<file path="config.mk">
export PLATFORM = sky130hd
export DESIGN_NAME = multichannel_slip_deframer_unit
export DESIGN_NICKNAME = d
export VERILOG_FILES = /design/src/rtl/core/msd_pkg.sv /design/src/rtl/core/msd_decode.sv /design/src/rtl/core/msd_out_reg.sv /design/src/rtl/core/multichannel_slip_deframer_unit.sv
export SDC_FILE = /design/constraint.sdc
export NUM_CORES = 1
export LEC_CHECK = 0
export ABC_CLOCK_PERIOD_IN_PS = 10130
export BUFFER_PORTS_ARGS = -buffer_cell sky130_fd_sc_hd__buf_2
export CELL_PAD_IN_SITES_DETAIL_PLACEMENT = 1
export CELL_PAD_IN_SITES_GLOBAL_PLACEMENT = 2
export CORE_MARGIN = 2
export CORE_UTILIZATION = 43
export CTS_CLUSTER_SIZE = 20
export DETAILED_ROUTE_END_ITERATION = 8
export GPL_TIMING_DRIVEN = 0
export PLACE_DENSITY_LB_ADDON = 0.1
export SLEW_MARGIN = 20
export SYNTH_ARGS = -nofsm -noshare
export SYNTH_HDL_FRONTEND = slang
export SYNTH_SLANG_ARGS = --single-unit
</file>
<file path="constraint.sdc">
create_clock -name clk -period 10.13 [get_ports clk]
set_clock_uncertainty 0.05 [all_clocks]
set_input_delay 0.5065 -clock clk [delete_from_list [all_inputs] [get_ports clk]]
set_output_delay 0.5065 -clock clk [all_outputs]
set_load 0.005 [all_outputs]
</file>
<file path="src/rtl/core/msd_pkg.sv">
// ---------------------------------------------------------------------------
// msd_pkg
// Shared types and constants for the multichannel slip deframer.
// ---------------------------------------------------------------------------
package msd_pkg;

  localparam int NUM_CHAN_DEF = 4;
  localparam int MAX_LEN_DEF  = 255;

  localparam logic [7:0] SLIP_END     = 8'hC0;
  localparam logic [7:0] SLIP_ESC     = 8'hDB;
  localparam logic [7:0] SLIP_ESC_END = 8'hDC;
  localparam logic [7:0] SLIP_ESC_ESC = 8'hDD;

  localparam logic [2:0] KIND_HDR_OK  = 3'd0;
  localparam logic [2:0] KIND_DATA    = 3'd1;
  localparam logic [2:0] KIND_END     = 3'd2;
  localparam logic [2:0] KIND_ABORT   = 3'd3;
  localparam logic [2:0] KIND_HDR_BAD = 3'd4;

  localparam int OUT_TDATA_W = 32;

  typedef struct packed {
    logic       valid;
    logic [2:0] kind;
    logic [1:0] chan;
    logic [7:0] payload;
    logic [7:0] position;
    logic [3:0] busy_flags;
  } msd_res_t;

endpackage

</file>
<file path="src/rtl/core/msd_decode.sv">
// ---------------------------------------------------------------------------
// msd_decode
// Header/data pairing and per-channel slip receivers; one byte per step.
// ---------------------------------------------------------------------------
module msd_decode #(
  parameter int NUM_CHAN = msd_pkg::NUM_CHAN_DEF,
  parameter int MAX_LEN  = msd_pkg::MAX_LEN_DEF
) (
  input  logic              clk,
  input  logic              rst_n,
  input  logic              step,
  input  logic [7:0]        rx_byte,
  output msd_pkg::msd_res_t res
);

  localparam int CH_W = (NUM_CHAN > 1) ? $clog2(NUM_CHAN) : 1;

  typedef enum logic [1:0] {RX_IDLE, RX_DATA, RX_ESC, RX_ERR} rx_state_t;

  logic            exp_r, exp_nxt;
  logic [CH_W-1:0] cur_r, cur_nxt;
  logic [3:0]      busy_r, busy_nxt;
  rx_state_t       st_r  [NUM_CHAN];
  logic [7:0]      cnt_r [NUM_CHAN];

  rx_state_t       ch_st_nxt;
  logic [7:0]      ch_cnt_nxt;
  rx_state_t       ch_st;
  logic [7:0]      ch_cnt;
  logic [3:0]      sel;

  assign ch_st  = st_r[cur_r];
  assign ch_cnt = cnt_r[cur_r];
  assign sel    = rx_byte[3:0];

  always_comb begin
    exp_nxt        = exp_r;
    cur_nxt        = cur_r;
    busy_nxt       = busy_r;
    ch_st_nxt      = ch_st;
    ch_cnt_nxt     = ch_cnt;
    res.valid      = 1'b0;
    res.kind       = msd_pkg::KIND_HDR_OK;
    res.chan       = 2'(cur_r);
    res.payload    = 8'd0;
    res.position   = 8'd0;
    res.busy_flags = busy_r;
    if (!exp_r) begin
      busy_nxt       = rx_byte[7:4];
      res.busy_flags = rx_byte[7:4];
      res.valid      = 1'b1;
      if (sel < 4'(NUM_CHAN)) begin
        cur_nxt  = CH_W'(sel);
        exp_nxt  = 1'b1;
        res.kind = msd_pkg::KIND_HDR_OK;
        res.chan = 2'(sel);
      end else begin
        res.kind = msd_pkg::KIND_HDR_BAD;
      end
    end else begin
      exp_nxt = 1'b0;
      case (ch_st)
        RX_IDLE: begin
          if (rx_byte == msd_pkg::SLIP_END) begin
            ch_cnt_nxt = 8'd0;
            ch_st_nxt  = RX_DATA;
          end
        end
        RX_DATA, RX_ESC: begin
          if (ch_st == RX_DATA && rx_byte == msd_pkg::SLIP_END) begin
            ch_st_nxt    = RX_IDLE;
            res.valid    = 1'b1;
            res.kind     = msd_pkg::KIND_END;
            res.position = ch_cnt;
          end else if (ch_st == RX_DATA && rx_byte == msd_pkg::SLIP_ESC) begin
            ch_st_nxt = RX_ESC;
          end else if (ch_st == RX_ESC && rx_byte != msd_pkg::SLIP_ESC_END
                       && rx_byte != msd_pkg::SLIP_ESC_ESC) begin
            ch_st_nxt = RX_ERR;
            res.valid = 1'b1;
            res.kind  = msd_pkg::KIND_ABORT;
          end else if (ch_cnt >= 8'(MAX_LEN)) begin
            // frame would grow past the limit
            ch_st_nxt = RX_ERR;
            res.valid = 1'b1;
            res.kind  = msd_pkg::KIND_ABORT;
          end else begin
            ch_st_nxt    = RX_DATA;
            ch_cnt_nxt   = 8'(ch_cnt + 8'd1);
            res.valid    = 1'b1;
            res.kind     = msd_pkg::KIND_DATA;
            res.position = ch_cnt;
            if (ch_st == RX_DATA) begin
              res.payload = rx_byte;
            end else if (rx_byte == msd_pkg::SLIP_ESC_END) begin
              res.payload = msd_pkg::SLIP_END;
            end else begin
              res.payload = msd_pkg::SLIP_ESC;
            end
          end
        end
        default: begin
          if (rx_byte == msd_pkg::SLIP_END) begin
            ch_st_nxt = RX_IDLE;
          end
        end
      endcase
    end
  end

  always_ff @(posedge clk) begin
    if (!rst_n) begin
      exp_r  <= 1'b0;
      cur_r  <= '0;
      busy_r <= 4'd0;
      for (int i = 0; i < NUM_CHAN; i++) begin
        st_r[i]  <= RX_IDLE;
        cnt_r[i] <= 8'd0;
      end
    end else if (step) begin
      exp_r  <= exp_nxt;
      cur_r  <= cur_nxt;
      busy_r <= busy_nxt;
      if (exp_r) begin
        st_r[cur_r]  <= ch_st_nxt;
        cnt_r[cur_r] <= ch_cnt_nxt;
      end
    end
  end

`ifndef SYNTH
  a_hdr_ok_arms_data: assert property (@(posedge clk) disable iff (!rst_n)
    step && !exp_r && sel < 4'(NUM_CHAN) |=> exp_r)
    else $error("accepted header did not arm data byte");

  a_data_returns_hdr: assert property (@(posedge clk) disable iff (!rst_n)
    step && exp_r |=> !exp_r)
    else $error("data byte not followed by header");

  a_cnt_limit: assert property (@(posedge clk) disable iff (!rst_n)
    cnt_r[cur_r] <= 8'(MAX_LEN))
    else $error("byte count above frame limit");

  a_data_count: assert property (@(posedge clk) disable iff (!rst_n)
    step && res.valid && res.kind == msd_pkg::KIND_DATA
    |=> cnt_r[$past(cur_r)] == 8'($past(res.position) + 8'd1))
    else $error("data position and byte count disagree");
`endif

endmodule

</file>
<file path="src/rtl/core/msd_out_reg.sv">
// ---------------------------------------------------------------------------
// msd_out_reg
// Result register: packs one result into the output stream word.
// ---------------------------------------------------------------------------
module msd_out_reg (
  input  logic                               clk,
  input  logic                               rst_n,
  input  logic                               load,
  input  msd_pkg::msd_res_t                  res,
  input  logic                               out_tready,
  output logic                               out_tvalid,
  output logic [msd_pkg::OUT_TDATA_W-1:0]    out_tdata
);

  logic                            vld_r, vld_nxt;
  logic [msd_pkg::OUT_TDATA_W-1:0] dat_r, dat_nxt;

  always_comb begin
    vld_nxt = vld_r;
    dat_nxt = dat_r;
    if (load) begin
      vld_nxt = 1'b1;
      dat_nxt = {7'd0, res.busy_flags, res.position, res.payload, res.chan, res.kind};
    end else if (out_tready) begin
      vld_nxt = 1'b0;
    end
  end

  always_ff @(posedge clk) begin
    if (!rst_n) begin
      vld_r <= 1'b0;
    end else begin
      vld_r <= vld_nxt;
    end
    dat_r <= dat_nxt;
  end

  assign out_tvalid = vld_r;
  assign out_tdata  = dat_r;

endmodule

</file>
<file path="src/rtl/core/multichannel_slip_deframer_unit.sv">
// data path: a byte is registered at the input, decoded from that register and
//   its result loaded into the output register when the byte steps on
// throughput: one byte per cycle unless a result waits on a stalled output;
//   each receiver update is one pass of logic between input and result registers
// reset: synchronous active-low rst_n clears pairing, channel, busy flags and
//   all receiver states and counts at once; no clearing pass
// ---------------------------------------------------------------------------
// multichannel_slip_deframer_unit
// Top level: input register, decoder and result register on stream ports.
// ---------------------------------------------------------------------------
module multichannel_slip_deframer_unit #(
  parameter int NUM_CHAN = msd_pkg::NUM_CHAN_DEF,
  parameter int MAX_LEN  = msd_pkg::MAX_LEN_DEF
) (
  input  logic                            clk,
  input  logic                            rst_n,
  input  logic                            in_tvalid,
  output logic                            in_tready,
  input  logic [7:0]                      in_tdata,   // [7:0] in_byte
  output logic                            out_tvalid,
  input  logic                            out_tready,
  // [2:0] kind, [4:3] chan, [12:5] payload, [20:13] position,
  // [24:21] busy_flags, [31:25] zero
  output logic [msd_pkg::OUT_TDATA_W-1:0] out_tdata
);

  logic              s1_vld_r, s1_vld_nxt;
  logic [7:0]        s1_byte_r, s1_byte_nxt;
  logic              step;
  msd_pkg::msd_res_t res;

  // a byte moves on unless its result would overwrite a waiting one
  assign step      = s1_vld_r && (!res.valid || !out_tvalid || out_tready);
  assign in_tready = !s1_vld_r || step;

  always_comb begin
    s1_vld_nxt  = s1_vld_r;
    s1_byte_nxt = s1_byte_r;
    if (in_tvalid && in_tready) begin
      s1_vld_nxt  = 1'b1;
      s1_byte_nxt = in_tdata;
    end else if (step) begin
      s1_vld_nxt = 1'b0;
    end
  end

  always_ff @(posedge clk) begin
    if (!rst_n) begin
      s1_vld_r <= 1'b0;
    end else begin
      s1_vld_r <= s1_vld_nxt;
    end
    s1_byte_r <= s1_byte_nxt;
  end

  msd_decode #(
    .NUM_CHAN (NUM_CHAN),
    .MAX_LEN  (MAX_LEN)
  ) u_decode (
    .clk     (clk),
    .rst_n   (rst_n),
    .step    (step),
    .rx_byte (s1_byte_r),
    .res     (res)
  );

  msd_out_reg u_out_reg (
    .clk        (clk),
    .rst_n      (rst_n),
    .load       (step && res.valid),
    .res        (res),
    .out_tready (out_tready),
    .out_tvalid (out_tvalid),
    .out_tdata  (out_tdata)
  );

`ifndef SYNTH
  a_no_overwrite: assert property (@(posedge clk) disable iff (!rst_n)
    out_tvalid && !out_tready && s1_vld_r && res.valid |-> !step)
    else $error("waiting result overwritten");

  a_stall_holds_byte: assert property (@(posedge clk) disable iff (!rst_n)
    s1_vld_r && !step |=> s1_vld_r && $stable(s1_byte_r))
    else $error("stalled input byte lost");

  a_no_load_when_stalled: assert property (@(posedge clk) disable iff (!rst_n)
    s1_vld_r && !step |-> !in_tready)
    else $error("input transfer taken while stalled");
`endif

endmodule

</file>
==> results.tsv, run 1 <==
stage	metric	value	unit
routing	routed_wl	11.5	mm
finish	mostFrequentLayoutCells	edfxtp_1 (73), buf_2 (40), a21oi_1 (35), nor3_1 (27), o21ai_0 (20)	
routing	dr_total_vias	3209	
finish	final_common_cell	edfxtp_1	
place	io_buffers	38	
yosys	syn_area	4300	um^2
yosys	netlist_top_cells_area	edfxtp_1 (51%), dfxtp_1 (5.1%), mux4_2 (4.2%)	
pwr	leakagePower	1.68	nW
global_routing	grt_pass1_vias	3254	
floorplanning	rows	36	
timing	timing.final.ws_setup	6.09	ns
status	outcome	completed	
timing	final_max_slew_viol_count	0	
yosys	synth_flop_cell	edfxtp_1	
cts	insertion_delay	0.36	ns
cts	clk_pin_slew	0.09	ns
min_path	hp-class	input pin to flop	
yosys	async_flop_share	0	%
cts	cts_buffers	9	
global_routing	overflow	0	
place	dp_hpwl	8.15	mm
worst_setup_path	cp_max_fo	10	
yosys	syn-mean-instance-area	11.9	um^2
yosys	synth_seq_area_share	56.1	%
yosys	synth_seq_cells	84	
cts	clockBufferDepth	2	
routing	viasPerCell	5.80	
timing	rsz0062_at_grt	false	
timing	setup_viol	0	
worst_setup_path	start_kind	flop	
floorplanning	num_io_pins	46	
yosys	synth_cells	360	
timing	relSlewSlack	27.2	%
cts	cts_resized	0	
timing	finalCriticalPeriod	4.04	ns
timing	fmax	0.248	GHz
timing	hold_violations	0	
routing	firstDrtPassIters	4	
timing	min_period_over_period	39.9	%
finish	final_layout_size_suffix_gt1_share	22.1	%
routing	drc_errors	0	
place	place.gp.congestion	0.840	
finish	n_antenna_cell	0	
finish	nNetsFinal	433	
worst_setup_path	critical_path_required	10.28	ns
global_routing	grt_max_degree	26	
yosys	synth_edf_count	73	
cts	post_cts_buffers	0	
floorplanning	initial_core_util	44.2	%
pwr	power_density	148	nW/um^2
cts	cts.sinks	84	
floorplanning	die-area	10800	um^2
yosys	yosysWarnings	0	
routing	drt_iter0_drc	157	
yosys	yosys.area.top_type	edfxtp_1	
worst_setup_path	critical_path_class	flop to flop	
yosys	netlist.area_leader.share	51.0	%
global_routing	grt_usage	22.1	%
global_routing	grt_first_pass_wirelength	18.4	mm
cts	holdBufCountCts	0	
routing	ant_nets	0	
floorplanning	core	9730	um^2
global_routing	antenna_found_initial	0	
worst_setup_path	crit_arrival	4.19	ns
worst_setup_path	crit_path_end_kind	flop	
pwr	peakVddDrop	0.0000606	V
timing	tns	0	ns
place	post-place-ws	5.69	ns
job	maxCapViolCount	0	
timing	worst_slew_pin_slew	1.08	ns
finish	syn2layout_area_growth	14.6	%
cts	cts-root-buf	clkbuf_8	
yosys	synth_cell_type_count	56	
routing	post_drt_wl_per_cell	20.9	um
floorplanning	fp.dieH	104	um
floorplanning	die-width	104	um
cts	cts.htree.levels	3	
cts	cts_tree	built	
-- kinds of logic after synthesis --
logic type / Yosys count / share of synthesized area [%]
AOI/OAI and AO/OA: 92 / 13.4
and+or+nand+nor: 111 / 14.9
adders and majority gates: 6 / 1.75
muxes: 27 / 9.52
other: 1 / 0.0873
DFF: 84 / 56.1
buffers and inverters: 39 / 4.28
-- cells in the mapped netlist (2+ instances only) --
library cell	count
a21oi_1	35
nand3b_1	2
mux2_2	5
o31ai_1	2
buf_4	7
nor3_1	27
mux2i_1	12
a31oi_1	3
nor4b_1	2
mux4_1	2
inv_1	16
a21boi_0	2
o21ai_1	2
or3_1	3
edfxtp_1	73
buf_1	2
nand3_1	6
a311oi_1	2
nor2_1	16
dfxtp_1	11
nor2b_1	4
o31a_1	2
nor4_1	9
o211ai_1	13
o21a_1	5
nand2_1	17
or4_4	2
mux4_2	8
buf_2	2
o21ai_0	20
clkbuf_1	10
ha_1	6
or4_1	2
or2_2	3
nor3b_1	4
and3_1	3
-- power breakdown --
| group | switching, mW | total, mW | internal, mW | leakage, nW |
|---|---|---|---|---|
| Clock | 0.122 | 0.246 | 0.124 | 0.108 |
| Combinational | 0.0578 | 0.0866 | 0.0289 | 0.754 |
| Sequential | 0.00620 | 0.397 | 0.391 | 0.819 |
| Total | 0.186 | 0.730 | 0.544 | 1.68 |
-- sequential cells by signal, indices dropped and copies added, names as in the netlist, named ones only --
name / count
u_out_reg.out_tvalid: 1
u_decode.st_r: 8
u_decode.busy_r: 4
u_decode.cnt_r: 32
s1_vld_r: 1
u_decode.cur_r: 2
s1_byte_r: 8
u_out_reg.out_tdata: 25
u_decode.exp_r: 1
-- per-stage QoR --
stage / hold slack (ns) / power [mW] / util, % / cell area (um^2) / cells
floorplan: 0.439 / 0.459 / - / 4320 / 366
global placement: 0.453 / 0.487 / 48.1 / 4680 / 537
detailed placement: 0.468 / 0.490 / 48.4 / 4710 / 537
CTS: 0.251 / 0.734 / 50.5 / 4920 / 553
global route: 0.253 / 0.759 / 50.6 / 4920 / 553
finish: 0.267 / 0.730 / 50.6 / 4920 / 553
-- layer usage --
metal | routed length (um) | global-route usage (%) | share of wire (%)
met3 | 508 | 3.45 | 4.4
met1 | 5540 | 31.9 | 48
met2 | 5280 | 33.8 | 46
met4 | 215 | 8.20 | 1.9
met5 | 0 | 0 | 0
-- final timing paths --
kind	from	end	slack, ns	cells after the start
hold / removal	in_tdata[4]	s1_byte_r[4]	0.27	1
setup reg to reg	flop	u_decode.cnt_r[0][5]	6.09	11
hold reg to reg	u_decode.busy_r[0]	u_decode.busy_r[0]	0.48	2
setup / recovery	flop	u_decode.cnt_r[0][5]	6.09	11
-- final cells by class --
class	count	area [um^2]
buffer	23	124
clock buffer	14	194
clock inverter	2	13.8
fill	1090	4810
inverter	16	60.1
multi-input combinational	243	1760
sequential	84	2410
tap	133	166
timing repair buffer	38	190
-- critical path, stage by stage, from the launching register on --
cell	delay, ns
dfxtp_1	0.33
buf_6	0.20
mux4_2	0.57
inv_1	0.12
ha_1	0.15
buf_2	0.20
nor2b_1	0.30
a311oi_2	0.28
nor3_1	0.85
clkbuf_1	0.46
o211ai_1	0.18
mux2i_1	0.19
Note: power is estimated with default switching activity, not from simulation.
==> inputs of run 2 (changes only) <==
- ABC_CLOCK_PERIOD_IN_PS: 10130 -> 3300
- CORE_UTILIZATION: 43 -> 36
- clock period: 10.13 -> 3.3 ns (I/O delays scaled with it)
==> results.tsv, run 2 (same netlist as run 1, synthesis figures left out) <==
stage	metric	value	unit	change
status	outcome	complete, but fails checks		
status	violations	DRC		
place	post-place-ws	-1.24	ns	-6.92 ns
routing	drt_iter0_drc	157		unchanged
finish	regArea	2410	um^2	about the same
worst_setup_path	critPathBufInv	5		+1
timing	whs	0.146	ns	-0.122 ns
worst_setup_path	r2r_cells	11		unchanged
pwr	peakVddDrop	0.000224	V	+270%
timing	fmax	0.305	GHz	+23%
timing	worst_slew_pin_slew	0.720	ns	-0.362 ns
worst_setup_path	cpPeakStageDelay	0.59	ns	-0.26 ns
finish	syn2layout_area_growth	28.4	%	
finish	multi_input_area	1990	um^2	+13%
timing	min_period_over_period	99.5	%	+60 points
worst_setup_path	start_kind	flop		
worst_setup_path	crit_path_end_kind	flop		
min_path	hp-class	input pin to flop		
floorplanning	core	11500	um^2	+18%
place	dp_hpwl	8.30	mm	+1.8%
global_routing	grt_usage	19.7	%	-2.4 points
worst_setup_path	critical_path_required	3.32	ns	-6.96 ns
floorplanning	die-area	12800	um^2	+19%
worst_setup_path	crit_chain	buf_12 > mux4_2 > inv_1 > ha_4 > clkinvlp_4 > a311oi_4 > buf_4 > nor2_2 > nand3b_1 > buf_4 > nand2_4		
place	place.gp.congestion	0.786		-6.4%
floorplanning	initial_core_util	37.3	%	-6.9 points
pwr	leakagePower	1.90	nW	+13%
routing	routed_wl	12.3	mm	+6.8%
pwr	power_density	472	nW/um^2	+220%
job	maxCapViolCount	0		unchanged
worst_setup_path	cp_common_cell	buf_4		
cts	clk_pin_slew	0.07	ns	-0.02 ns
timing	finalCriticalPeriod	3.28	ns	-0.756 ns
routing	dr_total_vias	3284		+2.3%
floorplanning	fp.dieH	113	um	+8.9%
finish	fillers	1240		+14%
floorplanning	num_io_pins	46		unchanged
floorplanning	rows	39		+8.3%
routing	ant_nets	0		unchanged
timing	timing.final.ws_setup	0.0162	ns	-6.07 ns
place	placed_cells	547		+1.9%
worst_setup_path	slowest_stage	a311oi_4		
timing	setup_viol	0		unchanged
cts	cts_tree	built		
worst_setup_path	critical_path_class	flop to flop		
finish	nNetsFinal	458		+5.8%
min_path	holdPathStages	2		+1
min_path	worstHoldEndpoint	s1_vld_r		
global_routing	grt_first_pass_wirelength	18.8	mm	+2.0%
cts	cts.sinks	84		unchanged
global_routing	grt_pass1_vias	3254		unchanged
finish	mostFrequentLayoutCells	edfxtp_1 (73), buf_2 (38), a21oi_1 (35), buf_4 (26), nor3_1 (25)		
min_path	hp-start	rst_n		
routing	firstDrtPassIters	6		+2
timing	rsz0062_at_grt	true		
routing	drc_errors	3		+3
global_routing	grt_max_degree	26		unchanged
floorplanning	die-width	113	um	+8.9%
cts	cts_buffers	9		unchanged
global_routing	overflow	0		unchanged
worst_setup_path	r2r-end	u_decode.cnt_r[1][3]		
routing	post_drt_wl_per_cell	21.0	um	+0.49%
routing	viasPerCell	5.59		-3.8%
worst_setup_path	crit_arrival	3.30	ns	-0.89 ns
finish	largest_reg_flops	32		unchanged
cts	clockBufferDepth	2		unchanged
global_routing	antenna_found_initial	0		unchanged
worst_setup_path	cp_top_family	buffers and inverters		
place	io_buffers	38		unchanged
finish	n_antenna_cell	0		unchanged
finish	final_common_cell	edfxtp_1		
cts	cts.htree.levels	3		unchanged
worst_setup_path	r2r_slack	0.02	ns	-6.07 ns
timing	relSlewSlack	51.7	%	+24 points
worst_setup_path	cp_max_fo	10		unchanged
cts	insertion_delay	0.35	ns	about the same
finish	layoutNonFillerInstCount	588		+6.3%
cts	cts-root-buf	clkbuf_16		
finish	final_layout_size_suffix_gt1_share	31.7	%	+9.5 points
finish	max_flop_register	u_decode.cnt_r		
timing	final_max_slew_viol_count	0		unchanged
timing	hold_violations	0		unchanged
-- run 2: worst max-delay path by stage --
stage | startpoint | to | slack (ns) | depth (start not counted)
detailed placement | flop | u_decode.cnt_r[0][5] | -1.24 | 10
finish | flop | u_decode.cnt_r[1][3] | 0.02 | 11
global placement | flop | u_decode.cnt_r[0][3] | -1.12 | 10
CTS | flop | u_decode.cnt_r[3][3] | 0.01 | 8
floorplan | flop | u_decode.cnt_r[0][0] | -0.04 | 10
global route | flop | u_decode.cnt_r[1][5] | -0.09 | 11
-- run 2: power by group --
part / internal [mW] / switching (mW) / leakage, nW / total [mW]
clock: 0.600 / 0.458 / 0.149 / 1.06
combinational: 0.122 / 0.202 / 0.936 / 0.324
sequential: 1.20 / 0.0202 / 0.819 / 1.22
-- run 2: worst register-to-register path, cell delays in order, from the launching register on --
cell and delay [ns]:
dfxtp_2 0.34, buf_12 0.12, mux4_2 0.54, inv_1 0.21
ha_4 0.21, clkinvlp_4 0.17, a311oi_4 0.59, buf_4 0.22
nor2_2 0.07, nand3b_1 0.18, buf_4 0.16, nand2_4 0.14
-- run 2: per-layer routing --
metal | routed length [um] | vias to the layer above | global-route usage, %
met2 | 5470 | 65 | 27.8
met4 | 284 | 0 | 8.62
met3 | 475 | 18 | 3.37
met5 | 0 | - | 0
met1 | 6110 | 1634 | 29.5
li1 | - | 1567 | -
-- run 2: cell type report --
class	count	area share, %
sequential	84	43.7
tap	143	3.24
clock inverter	7	1.52
timing repair buffer	65	7.76
clock buffer	9	4.08
buffer	20	2.38
inverter	16	1.16
multi-input combinational	244	36.1
-- run 2: timing repair --
action                                 4_1_cts  5_1_grt
hold buffers                                 9        0
pin swaps                                    6        6
endpoints found under the hold margin        9        0
setup endpoints to repair                  118      105
cloned                                       0        1
setup buffers                                6       12
resized for setup                           34       24
-- run 2: stage by stage --
| stage | TNS (ns) | power, mW | instance area [um^2] | util [%] |
|---|---|---|---|---|
| floorplan | -0.375 | 1.41 | 4330 | - |
| global placement | -70.65 | 1.50 | 4700 | 40.8 |
| detailed placement | -68.63 | 1.51 | 4720 | 41.0 |
| CTS | 0 | 2.59 | 5300 | 46.0 |
| global route | -2.41 | 2.69 | 5520 | 47.9 |
| finish | 0 | 2.60 | 5520 | 47.9 |
==> inputs of run 3 (changes only) <==
- ABC_CLOCK_PERIOD_IN_PS: 3300 -> 2810
- RECOVER_POWER: default -> 25
- clock period: 3.3 -> 2.81 ns (I/O delays scaled with it)
==> results.tsv, run 3 (same netlist as run 1, synthesis figures left out) <==
stage	metric	value	unit	change
status	outcome	complete, but fails checks		
status	violations	DRC, setup timing		
routing	dr_total_vias	3652		+11%
routing	routed_wl	14.9	mm	+21%
timing	hold_violations	0		unchanged
global_routing	grt_max_degree	26		unchanged
worst_setup_path	cp_max_fo	4		-6
place	placed_cells	547		unchanged
timing	min_period_over_period	108	%	+8.5 points
floorplanning	die-area	12800	um^2	unchanged
cts	insertion_delay	0.35	ns	about the same
global_routing	grt_pass1_vias	3772		+16%
pwr	intPower	2.29	mW	+19%
global_routing	overflow	0		unchanged
global_routing	grt_usage	22.7	%	+3.1 points
min_path	hp-class	input pin to flop		
place	dp_hpwl	8.49	mm	+2.3%
cts	cts-root-buf	clkbuf_16		
floorplanning	core	11500	um^2	unchanged
cts	clk_pin_slew	0.06	ns	about the same
cts	cts.sinks	84		unchanged
timing	tns	-9.50	ns	-9.50 ns
floorplanning	initial_core_util	37.3	%	unchanged
job	maxCapViolCount	0		unchanged
worst_setup_path	crit_arrival	3.19	ns	-0.11 ns
pwr	peakVddDrop	0.000318	V	+42%
worst_setup_path	critical_path_required	2.97	ns	-0.35 ns
worst_setup_path	start_kind	flop		
timing	setup_viol	78		+78
floorplanning	rows	39		unchanged
finish	max_flop_register	u_decode.cnt_r		
finish	final_common_cell	edfxtp_1		
place	io_buffers	38		unchanged
floorplanning	die-width	113	um	unchanged
timing	whs	0.276	ns	+0.131 ns
timing	final_max_slew_viol_count	0		unchanged
floorplanning	fp.dieH	113	um	unchanged
finish	n_antenna_cell	0		unchanged
cts	cts_tree	built		
timing	relSlewSlack	44.6	%	-7.1 points
finish	mostFrequentLayoutCells	edfxtp_1 (73), buf_4 (53), buf_2 (34), buf_6 (22)		
finish	layoutNonFillerInstCount	644		+9.5%
finish	nNetsFinal	514		+12%
pwr	clockPowerShare	37.7	%	-2.9 points
worst_setup_path	crit_path_end_kind	flop		
finish	final_util	56.4	%	+8.5 points
timing	timing.final.ws_setup	-0.225	ns	-0.241 ns
pwr	power_density	478	nW/um^2	+1.4%
finish	largest_reg_flops	32		unchanged
routing	post_drt_wl_per_cell	23.1	um	+10%
place	place.gp.congestion	0.805		+2.4%
pwr	leakagePower	2.25	nW	+18%
cts	cts_buffers	9		unchanged
timing	worst_slew_pin_slew	0.829	ns	+0.109 ns
routing	viasPerCell	5.67		+1.5%
routing	drc_errors	2		-1
min_path	holdPathStages	3		+1
global_routing	grt_first_pass_wirelength	21.8	mm	+16%
pwr	swShare	26.3	%	+0.15 points
timing	fmax	0.330	GHz	+8.2%
finish	final_layout_size_suffix_gt1_share	49.5	%	+18 points
routing	drt_iter0_drc	231		+47%
cts	cts.htree.levels	3		unchanged
global_routing	antenna_found_initial	0		unchanged
routing	ant_nets	0		unchanged
pwr	p_seq_share	46.4	%	-0.5 points
worst_setup_path	critical_path_class	flop to flop		
floorplanning	num_io_pins	46		unchanged
routing	firstDrtPassIters	6		unchanged
pwr	power.switching	0.816	mW	+20%
timing	rsz0062_at_grt	true		
worst_setup_path	r2r_cells	8		-3
pwr	combPwrFrac	16.0	%	+3.5 points
timing	finalCriticalPeriod	3.03	ns	-0.249 ns
finish	syn2layout_area_growth	51.1	%	
cts	clockBufferDepth	2		unchanged
## run 3: metal layers
metal | global-route usage (%) | vias to the layer above | share of wire (%)
met5 | 0 | - | 0
met4 | 7.80 | 0 | 1.6
met3 | 4.45 | 17 | 4.1
met2 | 36.4 | 92 | 50
met1 | 31.1 | 1867 | 44
li1 | - | 1676 | -
## run 3: cell type report
cell class / count / area, um^2
fill: 1190 / 5020
sequential: 84 / 2420
tap: 143 / 179
buffer: 20 / 173
timing repair buffer: 118 / 948
multi-input combinational: 247 / 2420
clock buffer: 13 / 272
clock inverter: 3 / 18.8
inverter: 16 / 68.8
## run 3: power by group through the flow
stage | Combinational (mW) | Sequential (mW) | Clock, mW
6_report | 0.495 | 1.44 | 1.17
5_1_grt | 0.530 | 1.44 | 1.24
4_1_cts | 0.437 | 1.44 | 1.19
3_5_place_dp | 0.325 | 1.46 | 0
3_3_place_gp | 0.322 | 1.46 | 0
2_1_floorplan | 0.216 | 1.46 | 0
## run 3: metrics by stage
stage          power, mW  worst slack (ns)  instance area [um^2]
2_1_floorplan       1.67            -0.300                  4450
3_3_place_gp        1.78             -1.14                  4820
3_5_place_dp        1.79             -1.20                  4830
4_1_cts             3.06            -0.308                  6120
5_1_grt             3.21            -0.284                  6490
6_report            3.10            -0.225                  6490
## run 3: path summary, 6_finish.rpt
check	slack (ns)	end	startpoint
hold reg to reg	0.47	u_decode.busy_r[3]	u_decode.busy_r[3]
setup / recovery	-0.22	u_decode.cnt_r[2][7]	flop
setup reg to reg	-0.22	u_decode.cnt_r[2][7]	flop
hold / removal	0.28	u_out_reg.out_tvalid	out_tready
## run 3: repair_timing
action	in CTS	in global routing
buffers inserted	57	16
hold buffers	9	0
pin swaps	34	32
cloned	5	2
endpoints found under the hold margin	9	0
resized for setup	96	63
endpoints found under the setup margin	140	137
## run 3: worst max-delay path, stage by stage (launching register included)
cell,delay [ns]
dfxtp_4,0.38
mux4_2,0.57
ha_4,0.20
nor2b_4,0.13
and3_4,0.19
buf_6,0.11
or4_4,0.52
or4_4,0.60
a21oi_2,0.14
